File: config.mk
export PLATFORM = sky130hd
export DESIGN_NAME = cardiac_cell_euler_step
export DESIGN_NICKNAME = d
export VERILOG_FILES = /design/src/hdl/ccs_pkg.sv /design/src/hdl/cardiac_cell_euler_step.sv /design/src/hdl/ccs_mul.sv
export SDC_FILE = /design/constraint.sdc
export NUM_CORES = 2
export LEC_CHECK = 0
export ABC_AREA = 1
export BUFFER_PORTS_ARGS = -buffer_cell sky130_fd_sc_hd__buf_2
export CORE_UTILIZATION = 65
export CTS_BUF_LIST = sky130_fd_sc_hd__clkbuf_8
export CTS_CLUSTER_DIAMETER = 200
export DETAILED_ROUTE_END_ITERATION = 10
export GPL_TIMING_DRIVEN = 1
export PLACE_DENSITY = 0.83
export SLEW_MARGIN = 10
export SYNTH_ARGS = -nofsm -noshare
export SYNTH_HDL_FRONTEND = slang
export SYNTH_HIERARCHICAL = 1
export SYNTH_SLANG_ARGS = --single-unit
File: constraint.sdc
create_clock -name clk -period 11.6 [get_ports clk]
set_input_delay 0.58 -clock clk [delete_from_list [all_inputs] [get_ports clk]]
set_output_delay 0.58 -clock clk [all_outputs]
set_load 0.05 [all_outputs]
File: src/hdl/ccs_pkg.sv
// ----------------------------------------------------------------------------
// ccs_pkg: shared definitions for the cardiac cell Euler stepper
// Fixed-point format, model constants, sequencer codes and saturation helper.
// ----------------------------------------------------------------------------
package ccs_pkg;

  localparam int FRAC_BITS = 28;
  localparam int MAX_STEPS = 1024;
  localparam int CNT_W     = $clog2(MAX_STEPS + 1);

  localparam longint FX_ONE_L  = longint'(1) <<< FRAC_BITS;
  localparam longint K_TIN_L   = ((longint'(10) <<< FRAC_BITS) + 1) / 3;
  localparam longint K_TOUT_L  = (FX_ONE_L + 3) / 6;
  localparam longint K_OPEN_L  = (FX_ONE_L + 60) / 120;
  localparam longint K_CLOSE_L = (FX_ONE_L + 75) / 150;
  localparam longint K_VGATE_L = ((longint'(13) <<< FRAC_BITS) + 50) / 100;

  localparam logic signed [31:0] FX_ONE  = 32'(FX_ONE_L);
  localparam logic signed [31:0] K_TIN   = 32'(K_TIN_L);
  localparam logic signed [31:0] K_TOUT  = 32'(K_TOUT_L);
  localparam logic signed [31:0] K_OPEN  = 32'(K_OPEN_L);
  localparam logic signed [31:0] K_CLOSE = 32'(K_CLOSE_L);
  localparam logic signed [31:0] K_VGATE = 32'(K_VGATE_L);

  localparam logic [30:0] DT_RESET = 31'd2684355;

  typedef enum logic [2:0] {
    ST_IDLE = 3'b001,
    ST_RUN  = 3'b010,
    ST_HOLD = 3'b100
  } state_t;

  // One phase per cycle of an Euler step.
  typedef enum logic [9:0] {
    PH_VV   = 10'b0000000001,
    PH_JOUT = 10'b0000000010,
    PH_CUBE = 10'b0000000100,
    PH_GATE = 10'b0000001000,
    PH_HT   = 10'b0000010000,
    PH_DTH  = 10'b0000100000,
    PH_JIN  = 10'b0001000000,
    PH_DV   = 10'b0010000000,
    PH_DTV  = 10'b0100000000,
    PH_UPD  = 10'b1000000000
  } phase_t;

  // Clamp a wide signed value to the signed 32-bit range.
  function automatic logic signed [31:0] sat32(input logic signed [35:0] x);
    logic signed [35:0] hi;
    logic signed [35:0] lo;
    hi = 36'sh07FFFFFFF;
    lo = -36'sh080000000;
    if (x > hi) begin
      sat32 = 32'sh7FFFFFFF;
    end else if (x < lo) begin
      sat32 = 32'sh80000000;
    end else begin
      sat32 = x[31:0];
    end
  endfunction

endpackage

File: src/hdl/cardiac_cell_euler_step.sv
// ----------------------------------------------------------------------------
// cardiac_cell_euler_step: Mitchell-Schaeffer cell, forward Euler integrator
// Applies step_count Euler steps to one cell in signed Q4.28 fixed point.
// ----------------------------------------------------------------------------
//
//  channel  | handshake            | payload
//  ---------+----------------------+-------------------------------------------
//  input    | in_valid / in_ready  | voltage_in, gate_in, stimulus, step_count
//  result   | out_valid / out_ready| voltage_out, gate_out
//  config   | cfg_wr_en            | cfg_wr_data (time step dt)
//
// Each Euler step runs through phases PH_VV to PH_UPD: the eight products of
// a step go through one shared 32x32 multiplier, and a dependent product waits
// for the registered product to be rounded. A transaction runs its step count
// (clamped to MAX_STEPS) of steps; a zero count goes straight to the output.
// Synchronous active-low reset clears the sequencer and loads the default dt.
// The input is not ready while a cell is in progress; a finished result waits
// in its own output register, so a stalled output side only holds the final
// hand-off and the next input transaction can be taken meanwhile.
// ----------------------------------------------------------------------------
module cardiac_cell_euler_step
  import ccs_pkg::*;
(
  input  logic               clk,
  input  logic               rst_n,
  input  logic               cfg_wr_en,
  input  logic [30:0]        cfg_wr_data,
  input  logic               in_valid,
  output logic               in_ready,
  input  logic signed [31:0] in_voltage_in,
  input  logic signed [31:0] in_gate_in,
  input  logic signed [31:0] in_stimulus,
  input  logic [10:0]        in_step_count,
  output logic               out_valid,
  input  logic               out_ready,
  output logic signed [31:0] out_voltage_out,
  output logic signed [31:0] out_gate_out
);

  state_t            state_r, state_nxt;
  phase_t            phase_r, phase_nxt;
  logic [CNT_W-1:0]  remaining_r, remaining_nxt;
  logic [30:0]       dt_r, dt_nxt;
  logic              out_valid_r, out_valid_nxt;

  // Working values of the cell; these carry no reset.
  logic signed [31:0] v_r, h_r, stim_r;
  logic signed [31:0] omv_r, omh_r;
  logic               gate_open_r;
  logic signed [31:0] t_r, jout_r, dh_r, hnew_r, dv_r;
  logic signed [31:0] vout_r, hout_r;

  logic signed [31:0] op_a, op_b, rnd;
  logic signed [31:0] dt_s;
  logic               in_fire, load_out, last_step;
  logic [CNT_W-1:0]   count_clamped;

  assign in_ready  = (state_r == ST_IDLE);
  assign in_fire   = in_valid && in_ready;
  assign dt_s      = {1'b0, dt_r};
  assign last_step = (remaining_r == CNT_W'(1));
  assign load_out  = (state_r == ST_HOLD) && (!out_valid_r || out_ready);

  assign count_clamped = (in_step_count > 11'(MAX_STEPS)) ? CNT_W'(MAX_STEPS)
                                                          : CNT_W'(in_step_count);

  // The shared multiplier. Its rounded output in any phase belongs to the
  // product issued in the previous phase.
  ccs_mul u_mul (
    .clk  (clk),
    .op_a (op_a),
    .op_b (op_b),
    .rnd  (rnd)
  );

  // Operand selection for the product issued in each phase.
  always_comb begin
    op_a = v_r;
    op_b = v_r;
    case (phase_r)
      PH_VV: begin
        op_a = v_r;
        op_b = v_r;
      end
      PH_JOUT: begin
        op_a = v_r;
        op_b = K_TOUT;
      end
      PH_CUBE: begin
        op_a = t_r;
        op_b = omv_r;
      end
      PH_GATE: begin
        op_a = gate_open_r ? omh_r  : h_r;
        op_b = gate_open_r ? K_OPEN : K_CLOSE;
      end
      PH_HT: begin
        op_a = h_r;
        op_b = t_r;
      end
      PH_DTH: begin
        op_a = dt_s;
        op_b = dh_r;
      end
      PH_JIN: begin
        op_a = t_r;
        op_b = K_TIN;
      end
      PH_DTV: begin
        op_a = dt_s;
        op_b = dv_r;
      end
      default: begin
        op_a = v_r;
        op_b = v_r;
      end
    endcase
  end

  // Sequencer and output-register control.
  always_comb begin
    state_nxt     = state_r;
    phase_nxt     = phase_r;
    remaining_nxt = remaining_r;
    dt_nxt        = cfg_wr_en ? cfg_wr_data : dt_r;
    out_valid_nxt = (out_valid_r && !out_ready) || load_out;
    case (state_r)
      ST_IDLE: begin
        if (in_fire) begin
          remaining_nxt = count_clamped;
          phase_nxt     = PH_VV;
          state_nxt     = (count_clamped == '0) ? ST_HOLD : ST_RUN;
        end
      end
      ST_RUN: begin
        case (phase_r)
          PH_VV:   phase_nxt = PH_JOUT;
          PH_JOUT: phase_nxt = PH_CUBE;
          PH_CUBE: phase_nxt = PH_GATE;
          PH_GATE: phase_nxt = PH_HT;
          PH_HT:   phase_nxt = PH_DTH;
          PH_DTH:  phase_nxt = PH_JIN;
          PH_JIN:  phase_nxt = PH_DV;
          PH_DV:   phase_nxt = PH_DTV;
          PH_DTV:  phase_nxt = PH_UPD;
          PH_UPD: begin
            phase_nxt     = PH_VV;
            remaining_nxt = remaining_r - CNT_W'(1);
            if (last_step) begin
              state_nxt = ST_HOLD;
            end
          end
          default: phase_nxt = PH_VV;
        endcase
      end
      ST_HOLD: begin
        if (load_out) begin
          state_nxt = ST_IDLE;
        end
      end
      default: state_nxt = ST_IDLE;
    endcase
  end

  always_ff @(posedge clk) begin
    if (!rst_n) begin
      state_r     <= ST_IDLE;
      phase_r     <= PH_VV;
      remaining_r <= '0;
      dt_r        <= DT_RESET;
      out_valid_r <= 1'b0;
    end else begin
      state_r     <= state_nxt;
      phase_r     <= phase_nxt;
      remaining_r <= remaining_nxt;
      dt_r        <= dt_nxt;
      out_valid_r <= out_valid_nxt;
    end
  end

  // Datapath write-back. Both derivatives of a step use the old v and h;
  // the new h waits in hnew_r until v is updated in the last phase.
  always_ff @(posedge clk) begin
    if (in_fire) begin
      v_r    <= in_voltage_in;
      h_r    <= in_gate_in;
      stim_r <= in_stimulus;
    end
    if (state_r == ST_RUN) begin
      case (phase_r)
        PH_VV: begin
          omv_r       <= sat32(36'(FX_ONE) - 36'(v_r));
          omh_r       <= sat32(36'(FX_ONE) - 36'(h_r));
          gate_open_r <= (v_r < K_VGATE);
        end
        PH_JOUT: t_r    <= rnd;
        PH_CUBE: jout_r <= rnd;
        PH_GATE: t_r    <= rnd;
        PH_HT: begin
          // Opening gate keeps the product; closing gate is its negation.
          dh_r <= gate_open_r ? rnd : sat32(-36'(rnd));
        end
        PH_DTH:  t_r    <= rnd;
        PH_JIN:  hnew_r <= sat32(36'(h_r) + 36'(rnd));
        PH_DV:   dv_r   <= sat32(36'(stim_r) + 36'(rnd) - 36'(jout_r));
        PH_UPD: begin
          v_r <= sat32(36'(v_r) + 36'(rnd));
          h_r <= hnew_r;
        end
        default: begin
        end
      endcase
    end
    if (load_out) begin
      vout_r <= v_r;
      hout_r <= h_r;
    end
  end

  assign out_valid       = out_valid_r;
  assign out_voltage_out = vout_r;
  assign out_gate_out    = hout_r;

  // The step phase is always a single phase while a cell is in progress.
  a_phase_onehot: assert property (@(posedge clk) disable iff (!rst_n)
    (state_r == ST_RUN) |-> $onehot(phase_r))
    else $error("phase register is not one-hot during a step");

  // A running cell always has at least one step left.
  a_remaining_nonzero: assert property (@(posedge clk) disable iff (!rst_n)
    (state_r == ST_RUN) |-> (remaining_r != '0))
    else $error("running with no steps left");

  // A transaction with steps starts the first step right away.
  a_start_step: assert property (@(posedge clk) disable iff (!rst_n)
    (in_fire && (in_step_count != 11'd0)) |=> (state_r == ST_RUN) && (phase_r == PH_VV))
    else $error("accepted transaction did not start stepping");

  // The update phase of the last step hands over to the output stage.
  a_last_step_done: assert property (@(posedge clk) disable iff (!rst_n)
    ((state_r == ST_RUN) && (phase_r == PH_UPD) && last_step) |=> (state_r == ST_HOLD))
    else $error("last step did not finish the transaction");

endmodule

File: src/hdl/ccs_mul.sv
// ----------------------------------------------------------------------------
// ccs_mul: shared fixed-point multiplier
// Registers the full 64-bit product, then rounds half up and saturates it.
// ----------------------------------------------------------------------------
module ccs_mul
  import ccs_pkg::*;
(
  input  logic               clk,
  input  logic signed [31:0] op_a,
  input  logic signed [31:0] op_b,
  output logic signed [31:0] rnd
);

  logic signed [63:0] prod_r;
  logic signed [63:0] biased;

  always_ff @(posedge clk) begin
    prod_r <= op_a * op_b;
  end

  // Arithmetic shift of the biased product is the floor of the quotient.
  assign biased = prod_r + (64'sd1 <<< (FRAC_BITS - 1));
  assign rnd    = sat32(36'(biased >>> FRAC_BITS));

endmodule
==> metrics.txt <==
# TYPE chip_impl_metric gauge
chip_impl_metric{name="drt-wirelength-per-cell",unit="µm"} 24.54
chip_impl_metric{name="fp.dieW",unit="µm"} 328.2
chip_impl_metric{name="count_of_final_max_slew_check_failures",unit=""} 0
chip_impl_info{name="run_status",value="finished with violations"} 1
chip_impl_metric{name="gp_congestion",unit=""} 1.083
chip_impl_info{name="criticalPathCategory",value="flip-flop to flip-flop"} 1
chip_impl_info{name="critical_path.reg2reg.startpoint",value="phase_r[0]"} 1
chip_impl_info{name="synthTopCellsByCount",value="nand2_1 (2398), inv_1 (2124), fa_1 (1115)"} 1
chip_impl_metric{name="min_period",unit="ns"} 10.80
chip_impl_info{name="synth.most_common_cell",value="nand2_1"} 1
chip_impl_metric{name="core",unit="µm²"} 105400
chip_impl_info{name="cts_tree",value="yes"} 1
chip_impl_metric{name="final_hold_fails",unit=""} 0
chip_impl_info{name="dominantRegCellSynth",value="edfxtp_1"} 1
chip_impl_metric{name="drt-pass1-iter-count",unit=""} 11
chip_impl_metric{name="worstPathMaxFanout",unit=""} 39
chip_impl_metric{name="synth_sequential_area_ratio",unit="%"} 18.49
chip_impl_metric{name="grt_pass1_vias",unit=""} 65770
chip_impl_info{name="netlist_top_cells_area",value="fa_1 (32%), edfxtp_1 (14%), nand2_1 (13%), inv_1 (12%), ha_1 (5.2%)"} 1
chip_impl_info{name="min-delay-path-class",value="input pin to flip-flop"} 1
chip_impl_metric{name="portBuffers",unit=""} 208
chip_impl_metric{name="grt_start_max_net_pins",unit=""} 71
chip_impl_metric{name="cts_bufs_inserted",unit=""} 90
chip_impl_info{name="worst_hold_startpoint",value="cfg_wr_data[8]"} 1
chip_impl_metric{name="chipHeight",unit="µm"} 328.2
chip_impl_metric{name="drt_iter0_drc",unit=""} 8169
chip_impl_metric{name="floorplan.initialDensity",unit="%"} 65.59
chip_impl_metric{name="portion_of_the_clock_cycle_consumed_by_the_worst_path_in_the_final_layout",unit="%"} 93.07
chip_impl_metric{name="post_syn_instances",unit=""} 8944
chip_impl_info{name="clk_root_buffer_cell",value="clkbuf_8"} 1
chip_impl_metric{name="clkSlewWorstSetupHoldPaths",unit="ns"} 0.06
chip_impl_metric{name="fin_worst_skew",unit="ns"} 0.1292
chip_impl_metric{name="tritoncts_num_sinks",unit=""} 478
chip_impl_metric{name="synth_area_per_cell",unit="µm²"} 7.731
chip_impl_metric{name="grt_overflow_total",unit=""} 0
chip_impl_info{name="critical-path-slowest-cell",value="a22oi_2"} 1
chip_impl_metric{name="synth.cell_area",unit="µm²"} 69150
chip_impl_metric{name="area_delta_synth_final",unit="%"} 7.886
chip_impl_metric{name="maxCapViolCount",unit=""} 0
chip_impl_info{name="netlist.top_cell.by_area",value="fa_1"} 1
chip_impl_info{name="critical_path.most_common_cell",value="fa_1"} 1
chip_impl_info{name="cp-end-kind",value="flip-flop"} 1
chip_impl_metric{name="report.final.setup_viol",unit=""} 0
chip_impl_metric{name="clk_path_buf_depth",unit=""} 3
chip_impl_metric{name="share_of_layout_cells_above_drive_strength_1",unit="%"} 7.801
chip_impl_metric{name="grt_first_pass_wirelength",unit="mm"} 389.2
chip_impl_metric{name="worst_ep_arrival_time",unit="ns"} 11.47
chip_impl_metric{name="pin_count",unit=""} 209
chip_impl_metric{name="floorplan.die_area",unit="µm²"} 107700
chip_impl_metric{name="finalWirelength",unit="mm"} 260.6
chip_impl_metric{name="timing.critical_path.slowest_cell_delay",unit="ns"} 0.85
chip_impl_metric{name="rows",unit=""} 119
chip_impl_metric{name="antenna_violations_before_repair",unit=""} 21
chip_impl_metric{name="post-place-ws",unit="ns"} 1.289
chip_impl_metric{name="fmaxAchievable",unit="MHz"} 92.62
chip_impl_info{name="violations",value="design-rule violations"} 1
chip_impl_metric{name="num-nets-final",unit=""} 10680
chip_impl_info{name="rsz0062_at_grt",value="no"} 1
chip_impl_metric{name="clk-insertion-delay-late",unit="ns"} 0.85
chip_impl_metric{name="synth_fp_nets",unit=""} 10490
chip_impl_metric{name="yosysTopAreaCellShare",unit="%"} 32.28
chip_impl_metric{name="synth_seq_cells",unit=""} 478
chip_impl_metric{name="fraction_of_synthesis_flops_using_an_asynchronous_set_or_reset_pin",unit="%"} 0
chip_impl_metric{name="tightestPinTransition",unit="ns"} 1.329
chip_impl_metric{name="grt_use_total",unit="%"} 49.16
chip_impl_metric{name="number_of_remaining_drc_errors",unit=""} 12
chip_impl_metric{name="cts_max_level",unit=""} 3
chip_impl_metric{name="dr_total_vias",unit=""} 63760
chip_impl_metric{name="dpl.hpwl",unit="mm"} 207.6
chip_impl_metric{name="synth_cell_types",unit=""} 65
chip_impl_metric{name="crit_required",unit="ns"} 12.27
chip_impl_metric{name="route.detailed.vias_per_inst",unit=""} 6.005
chip_impl_metric{name="setup_tns",unit="ns"} 0
chip_impl_metric{name="cts.repair.resized",unit=""} 0
chip_impl_metric{name="ys.warnings.count",unit=""} 6
chip_impl_metric{name="timing.max_slew.rel_slack",unit="%"} 11.38
chip_impl_metric{name="synth_edf_count",unit=""} 321
chip_impl_metric{name="antenna_left",unit=""} 0
chip_impl_info{name="timing.critical_path.from_type",value="flip-flop"} 1
chip_impl_metric{name="final_critical_path_setup_slack",unit="ns"} 0.8035
chip_impl_info{name="timing.critical_path.from",value="phase_r[0]"} 1
[cells by family (layout without fill, tap and decap cells)]
family	count (synthesis)	in the layout	synth area share [%]
compound gates	724	724	6.257
buf+inv	2447	2720	13.51
flops	478	478	18.49
other cells	0	9	0
fa+ha+maj	1401	1401	37.46
xor+xnor	154	154	1.972
simple gates	3740	3740	22.32
[layer usage]
metal | GRT usage, % | part of all wire, % | vias up
li1 | - | - | 27170
met1 | 58.29 | 34 | 30310
met2 | 74.77 | 43 | 4689
met3 | 15.75 | 13 | 1576
met4 | 37.12 | 9.4 | 20
met5 | 0.8873 | 0.087 | -
[state kept, by name (all words and copies together), names as in the netlist, 10 cells and up]
name	cells
h_r	32
stim_r	32
omv_r	32
remaining_r	11
t_r	32
omh_r	32
phase_r	10
dh_r	32
u_mul/prod_r	37
jout_r	32
dv_r	32
out_gate_out	32
v_r	32
out_voltage_out	32
hnew_r	32
dt_r	31
[worst max-delay path: cells and delay by family (launching register included)]
kind                       cells  cell delay, ns
AOI/OAI and AO/OA              7            2.36
DFF                            1            0.40
adders and majority gates      9            4.68
buffers and inverters          9            1.97
and+or+nand+nor               11            1.27
[through the flow]
stage	area (µm²)	util (%)	hold slack (ns)	instances
after detailed placement	72110	68.41	0.4555	10390
after floorplan	69150	-	0.4292	8944
after global routing	74590	70.75	0.05119	10610
after global placement	72110	68.41	0.4513	10390
final	74600	70.77	0.04000	10620
after CTS	74570	70.74	0.002682	10610
[cell usage in the layout (no fill, tap or decap), types with 41 or more instances in the layout]
cell           netlist  routed
a221oi_1            53      53
edfxtp_1           321     321
a21oi_1            281     279
nand3_1            275     272
o211ai_1            41      41
a31oi_1             45      42
fa_1              1115    1115
nor3_1              53      52
nand4_1             77      77
buf_4                9     154
inv_1             2124    2161
clkbuf_8             0      98
nand2_1           2398    2398
dfxtp_1            157     157
o21ai_0            172     169
xor2_1              99      99
nand2_2             86      86
ha_1               286     286
buf_2               30     208
nor2_1             736     730
dlygate4sd3_1        0      48
xnor2_1             53      53
[path summary, 6_finish.rpt]
check	slack, ns	to	depth (start not counted)
min	0.04	dt_r[8]	3
max	0.80	u_mul/prod_r[48]	36
max reg2reg	0.80	u_mul/prod_r[48]	36
min reg2reg	0.47	dt_r[6]	2
[area by class of cell]
type / count / area, µm²
diodes: 9 / 22.52
clock buffers: 98 / 1349
clock inverters: 71 / 625.6
fillers: 7956 / 30820
inverters: 2138 / 8025
multi-input cells: 6019 / 47330
flip-flops and latches: 478 / 12780
well taps: 1391 / 1740
repair buffers: 413 / 2729
[timing repair]
action                    in CTS  in global routing
setup buffers                  0                  0
hold buffers                  48                  0
hold endpoints to repair      48                  0
Power is left out: the tool's default activity adds up to more than one toggle a clock period on the data nets, which glitch-free logic cannot reach.
